File: config.mk
export PLATFORM = sky130hd
export DESIGN_NAME = gwa_ctrl
export DESIGN_NICKNAME = d
export VERILOG_FILES = /design/src/design/gwa_pkg.sv /design/src/design/gwa_ctrl.sv
export SDC_FILE = /design/constraint.sdc
export NUM_CORES = 1
export LEC_CHECK = 0
export ABC_CLOCK_PERIOD_IN_PS = 1900
export BUFFER_PORTS_ARGS = -buffer_cell sky130_fd_sc_hd__clkbuf_2
export CORE_ASPECT_RATIO = 1.2
export CORE_UTILIZATION = 49
export DETAILED_ROUTE_END_ITERATION = 6
export PLACE_DENSITY = 0.78
export RECOVER_POWER = 100
export SYNTH_ARGS = -nofsm -noshare
export SYNTH_HDL_FRONTEND = slang
export SYNTH_SLANG_ARGS = --single-unit
File: constraint.sdc
create_clock -name aclk -period 1.9 [get_ports aclk]
set_input_delay 0.095 -clock aclk [delete_from_list [all_inputs] [get_ports aclk]]
set_output_delay 0.095 -clock aclk [all_outputs]
set_load 0.02 [all_outputs]
File: src/design/gwa_pkg.sv
package gwa_pkg;

    localparam int NUM_GROUPS = 64;
    localparam int COMPONENTS = 3;
    localparam int GROUP_W = 6;
    localparam int SUM_W = 64;
    localparam int VAL_W = 32;

    localparam logic [SUM_W-1:0] SUM_MAX = {1'b0, {(SUM_W-1){1'b1}}};
    localparam logic [SUM_W-1:0] SUM_MIN = {1'b1, {(SUM_W-1){1'b0}}};

    localparam int IN_TDATA_W = 136;
    localparam int OUT_TDATA_W = 104;

    typedef enum logic [3:0] {
        ST_CLEAR,
        ST_IDLE,
        ST_READ,
        ST_ACCUM,
        ST_EMIT_READ,
        ST_EMIT_LOAD,
        ST_DIVIDE,
        ST_OUTPUT,
        ST_NEXT
    } gwa_state_t;

    // Controller to datapath commands.
    typedef struct packed {
        logic                 capture;    // latch the input item
        logic                 rd_item;    // read memories at the item's group
        logic                 wr_accum;   // write back accumulated entry
        logic                 rd_emit;    // read memories at the emit counter
        logic                 clr_entry;  // write zero at the emit/clear counter
        logic                 div_start;  // load the dividers
        logic                 out_load;   // load the output register
        logic [GROUP_W-1:0]   addr;       // emit / clear address
        logic                 last_grp;   // result is the final of the run
        logic                 reset_high; // clear highest group
    } gwa_cmd_t;

    // Datapath to controller status.
    typedef struct packed {
        logic                 div_done;
        logic [GROUP_W-1:0]   highest;
        logic                 item_last;
    } gwa_stat_t;

endpackage

File: src/design/gwa_ctrl.sv
module gwa_ctrl import gwa_pkg::*; (
    input  logic      aclk,
    input  logic      aresetn,
    input  logic      s_tvalid,
    output logic      s_tready,
    input  logic      m_tvalid,
    input  logic      m_tready,
    input  gwa_stat_t stat,
    output gwa_cmd_t  cmd
);

    gwa_state_t         state_reg, state_next;
    logic [GROUP_W:0]   cnt_reg, cnt_next;

    always_ff @(posedge aclk) begin
        if (!aresetn) begin
            state_reg <= ST_CLEAR;
            cnt_reg   <= '0;
        end else begin
            state_reg <= state_next;
            cnt_reg   <= cnt_next;
        end
    end

    always_comb begin
        state_next     = state_reg;
        cnt_next       = cnt_reg;
        s_tready       = 1'b0;
        cmd            = '0;
        cmd.addr       = cnt_reg[GROUP_W-1:0];
        cmd.last_grp   = (cnt_reg[GROUP_W-1:0] == stat.highest);
        case (state_reg)
            ST_CLEAR: begin
                cmd.clr_entry = 1'b1;
                cnt_next = cnt_reg + 1'b1;
                if (cnt_reg == (GROUP_W+1)'(NUM_GROUPS - 1)) begin
                    cnt_next   = '0;
                    state_next = ST_IDLE;
                end
            end
            ST_IDLE: begin
                s_tready = !m_tvalid;
                if (s_tvalid && !m_tvalid) begin
                    cmd.capture = 1'b1;
                    state_next  = ST_READ;
                end
            end
            ST_READ: begin
                cmd.rd_item = 1'b1;
                state_next  = ST_ACCUM;
            end
            ST_ACCUM: begin
                cmd.wr_accum = 1'b1;
                cnt_next     = '0;
                state_next   = stat.item_last ? ST_EMIT_READ : ST_IDLE;
            end
            ST_EMIT_READ: begin
                cmd.rd_emit = 1'b1;
                state_next  = ST_EMIT_LOAD;
            end
            ST_EMIT_LOAD: begin
                cmd.div_start = 1'b1;
                cmd.clr_entry = 1'b1;
                state_next    = ST_DIVIDE;
            end
            ST_DIVIDE: begin
                if (stat.div_done) begin
                    state_next = ST_OUTPUT;
                end
            end
            ST_OUTPUT: begin
                if (!m_tvalid || m_tready) begin
                    cmd.out_load = 1'b1;
                    state_next   = ST_NEXT;
                end
            end
            ST_NEXT: begin
                cnt_next = cnt_reg + 1'b1;
                if (cnt_reg[GROUP_W-1:0] == stat.highest) begin
                    cmd.reset_high = 1'b1;
                    cnt_next       = '0;
                    state_next     = ST_IDLE;
                end else begin
                    state_next = ST_EMIT_READ;
                end
            end
            default: state_next = ST_IDLE;
        endcase
    end

endmodule

## Yosys cells after proc, flatten, opt, wreduce, memory -nomap -nowiden

Cells that the tools add are included.
W data, S select, Z words.

- $add $sub $neg: 1
- Equal/unequal tests: 14
- Multiplexer cells: 22
- Reduce and logical (&&, ||, !) cells: 7

Operators with widths:

| operator | count |
|---|---|
| $pmux W4 S9 | 1 |
| $pmux W7 S3 | 1 |
| $eq A4 B3 Y1 const B | 4 |
| $mux W4 | 4 |
| $mux W7 | 2 |
| $mux W1 | 12 |
| $eq A4 B2 Y1 const B | 2 |
| $ne A2 B2 Y1 const B | 4 |
| $add A7 B1 Y7 const B | 1 |
| $eq A7 B6 Y1 const B | 1 |
| $eq A6 B6 Y1 | 1 |
| $mux W3 | 2 |
| $eq A4 B1 Y1 const B | 1 |
| $eq A4 B4 Y1 const B | 1 |
| $logic_not A4 Y1 | 1 |
| $reduce_and A4 Y1 | 1 |
| $reduce_bool A3 Y1 | 1 |
| $reduce_or A2 Y1 | 1 |
| $logic_and A1 B1 Y1 | 1 |
| $logic_not A1 Y1 | 1 |
| $logic_or A1 B1 Y1 | 1 |

- Register bits after elaboration: 11
- Input bits: 13
- Output and inout bits: 16
- Logic and storage cells: 46

## Depth between registers and ports, before layout

- Depth after elaboration: 4
- Mapped depth: 6
- Mapped depth without buffers: 5

## Worst setup path before layout

OpenSTA, ideal clock, no wires.

- Kind: flip-flop to flip-flop
- From: reg state_reg[0]
- To: reg state_reg[0]
- Library setup time: 0.062 ns
- Data arrival time: 1.768 ns
- Data required time: 1.838 ns
- Path slack: 0.071 ns
- Stages on the path, launching flop included: 5
- Path buffers: 1
- Clock period less this slack: 1.829 ns
- Path through: dfxtp_1 buf_4 or3b_1 nor4_1 o311a_1

- Word-level cells in the longest chain between the ends: 3
- Elaborated cells on any way between the ends: 15
- Classes of those cells: 12 x eq/ne; 1 x mux; 2 x reduce/logical

RTL lines:

| element | RTL line | RTL |
|---|---|---|
| start, declared | gwa_ctrl.sv:12 | `gwa_state_t state_reg, state_next;` |
| start signal, assigned | gwa_ctrl.sv:20 | `state_reg <= state_next;` |
| $eq A4 B3 Y1 (tied with other cells) | gwa_ctrl.sv:32 | `case (state_reg)` |
| $ne A2 B2 Y1 (no line) | - |  |
| $reduce_and A4 Y1 (no line) | - |  |

Several ways; a longest one is shown, not always the timed one.
A chain may end at the register's enable or synchronous reset.

==> summary.md <==
| Metric | Value |
|---|---|
| Dpl cell area | `1010 µm²` |
| DR vias/cell | `5.97` |
| Routed WL | `roughly 2.0 mm` |
| Hpwl dp | `1.56 mm` |
| Number of synthesized flops with an enable pin | `0` |
| First-pass GRT wire length | `3.26 mm` |
| Worst hold path class | `input port to flop` |
| Slew margin rel. | `71.4%` |
| Dpl cells | `148` |
| Clk_lat worst skew | `around 0.28 ns` |
| P&R area growth vs syn | `17.7%` |
| Die ar. | `1990 µm²` |
| Worst path required time | `1.80 ns` |
| Max reg flops | `7` |
| Max cap viols | `0` |
| Post-synth top area share | `approximately 25%` |
| Count leader, synth | `xnor2_1` |
| ANT cells | `0` |
| Reg-to-reg startpoint | `state_reg[0]` |
| Overflow after GRT | `0` |
| GP Congestion | `slightly below 0.9` |
| Critical-path cell list | `buf_4, or4_4, nor3b_1, clkbuf_4` |
| Row cnt | `16` |
| CTS Sinks | `11` |
| Clk pin slew, worst setup/hold paths | `0.07 ns` |
| Slew Limit Fails | `0` |
| Gate power share | `14.7%` |
| Cell-internal power | `roughly 0.00035 W` |
| FILL cells | `148` |
| Worst Setup Start Kind | `flop` |
| Iteration-0 DRC Markers | `21` |
| Number of global-route vias before repair | `about 760` |
| Largest net degree at the start of global routing | `15` |
| PwrDens | `458 nW/µm²` |
| Sequential-to-total area share from yosys stat | `24.8%` |
| Slowest stage delay, CP | `0.55 ns` |
| Peak fanout along the critical path | `11` |
| Mapped Area | `890 µm²` |
| Final critical-path required period | `1.87 ns` |
| Synth cell types | `40` |
| TNS Setup | `0 ns` |
| Cells after Synth | `109` |
| Critical Setup Path Class | `flop to output port` |
| # nets final | `149` |
| Avg WL per Cell | `13.0 µm` |
| P_leak | `0.370 nW` |
| RSZ-0062 raised after global routing | `yes` |
| Setup crit end kind | `output port` |
| # IOs | `29` |
| Asr flop ratio synth | `0%` |
| Routed Antenna Nets | `0` |
| Total setup buffers inserted after CTS | `0` |
| Part of the power in the clock network | `34.5%` |
| CTS max path bufs | `2` |
| Fmax | `~0.54 GHz` |
| CTS tree | `yes` |
| Largest cells by area after synthesis | `dfxtp_1 25%, xnor2_1 12%, buf_4 6.8%` |
| Final hold vios | `0` |
| Synth top cells by count | `12 x xnor2_1, 11 x dfxtp_1, 8 x buf_4, 8 x nor2_1` |
| Via count | `approximately 910` |
| Antenna violations before repair | `0` |
| P_sw | `roughly 0.00013 W` |
| Post-synth net total | `123` |
| Cell taking the most area after synthesis | `dfxtp_1` |
| Finished Layout Cells | `152` |
| CTS Buf Count | `3` |
| Fin area | `1050 µm²` |
| Slew at the pin closest to its max-slew limit | `0.429 ns` |
| CP startpoint | `state_reg[1]` |
| Syn Area/Cell | `8.16 µm²` |
| Share of layout cells above drive strength 1 | `30.6%` |
| Chip width | `40.9 µm` |
| Post-place setup slack | `0.139 ns` |
| Sequential share of power | `between 50% and 60%` |
| Slowest cell on crit path | `or4_4` |
| CP arrival | `approximately 1.8 ns` |
| Worst Path Buf+Inv | `2` |
| Worst Min Path Start | `aresetn` |
| Worst Hold Margin | `0.0391 ns` |
| # DRC | `0` |
| Yosys warns | `0` |
| Die height | `48.7 µm` |
| Peak VDD IR | `0.283 mV` |
| Total GRT Usage | `23.1%` |
| I/O Buffers | `28` |
| Worst Skew | `0.00203 ns` |
| H-tree depth | `1` |
| Switch share | `27.1%` |
| Root buffer cell | `clkbuf_4` |
| Period utilisation layout | `a little over nine tenths` |
| Outcome | `finished clean` |
| Top_reg_cell synth | `dfxtp_1` |
| Setup violators final | `0` |
| Core ar. | `1660 µm²` |
| Initial core utilization | `53.5%` |
| Synth Register Bits | `11` |
| Critical path's top delay family | `simple AND/OR/NAND/NOR gates` |
| Detailed Routing Iterations Pass 1 | `4` |
| Worst setup margin | `0.0326 ns` |
## per-stage QoR
stage	total power (W)	utilization [%]
finish	0.000480	63.0
global route	0.000507	63.0
CTS	0.000484	62.9
detailed placement	0.000321	61.0
global placement	0.000319	61.0
floorplan	0.000298	-
## cells in the final DEF, fill, tap and decap left out, types with 2 or more instances in the layout
master     count
clkbuf_2      21
xnor2_1       12
dfxtp_1        9
nor2_1         8
clkbuf_1       7
nor3_1         6
nand2_1        6
a211oi_1       6
a21oi_1        5
buf_4          5
clkbuf_4       4
nand2b_1       3
o21ai_0        3
nand3_1        3
a2111oi_2      3
a211oi_2       3
inv_1          2
nor2b_1        2
or3_1          2
dfxtp_2        2
## power groups by stage
stage | sequential (W) | combinational [W] | clock [W]
final | 0.000244 | 0.0000704 | 0.000166
after global routing | 0.000245 | 0.0000778 | 0.000184
after CTS | 0.000244 | 0.0000717 | 0.000168
after detailed placement | 0.000250 | 0.0000714 | 0
after global placement | 0.000249 | 0.0000696 | 0
after floorplan | 0.000250 | 0.0000488 | 0
## repair_timing
action | in CTS | in global routing
hold buffers | 0 | 0
endpoints found under the setup margin | 1 | 2
gates resized for setup | 3 | 2
## kinds of logic (layout without fill, tap and decap cells)
| kind of cell | count (synthesis) | in the layout | share of synthesized area [%] |
|---|---|---|---|
| XOR/XNOR | 12 | 12 | 11.8 |
| AO/OA/AOI/OAI | 28 | 28 | 26.4 |
| buffers and inverters | 15 | 40 | 9.84 |
| flip-flops | 11 | 11 | 24.8 |
| AND/OR/NAND/NOR | 41 | 41 | 24.6 |
| multiplexers | 1 | 1 | 1.13 |
| adder cells (fa/ha/maj) | 1 | 1 | 1.41 |
## final cells by class
| class | instances | area (µm²) | area share (%) |
|---|---|---|---|
| Clock buffer | 4 | 26.3 | 2.51 |
| Inverter | 3 | 11.3 | 1.08 |
| Multi-Input combinational cell | 83 | 592 | 56.5 |
| Sequential cell | 11 | 223 | 21.3 |
| Tap cell | 18 | 22.5 | 2.15 |
| Timing Repair Buffer | 33 | 173 | 16.5 |
## worst paths after layout
kind,depth (start not counted),slack (ns),to
setup / recovery,4,0.03,cmd[14]
hold / removal,2,0.04,state_reg[0]
setup reg to reg,4,0.27,cnt_reg[1]
hold reg to reg,1,0.52,state_reg[1]
## per-layer routing
metal | GRT usage [%] | up-vias | routed length, µm
li1 | - | 446 | -
met1 | 31.9 | 413 | 869
met2 | 33.1 | 44 | 923
met3 | 4.13 | 5 | 139
met4 | 11.7 | 0 | 42
met5 | 0 | - | 0
Note: power is estimated with default switching activity, not from simulation.
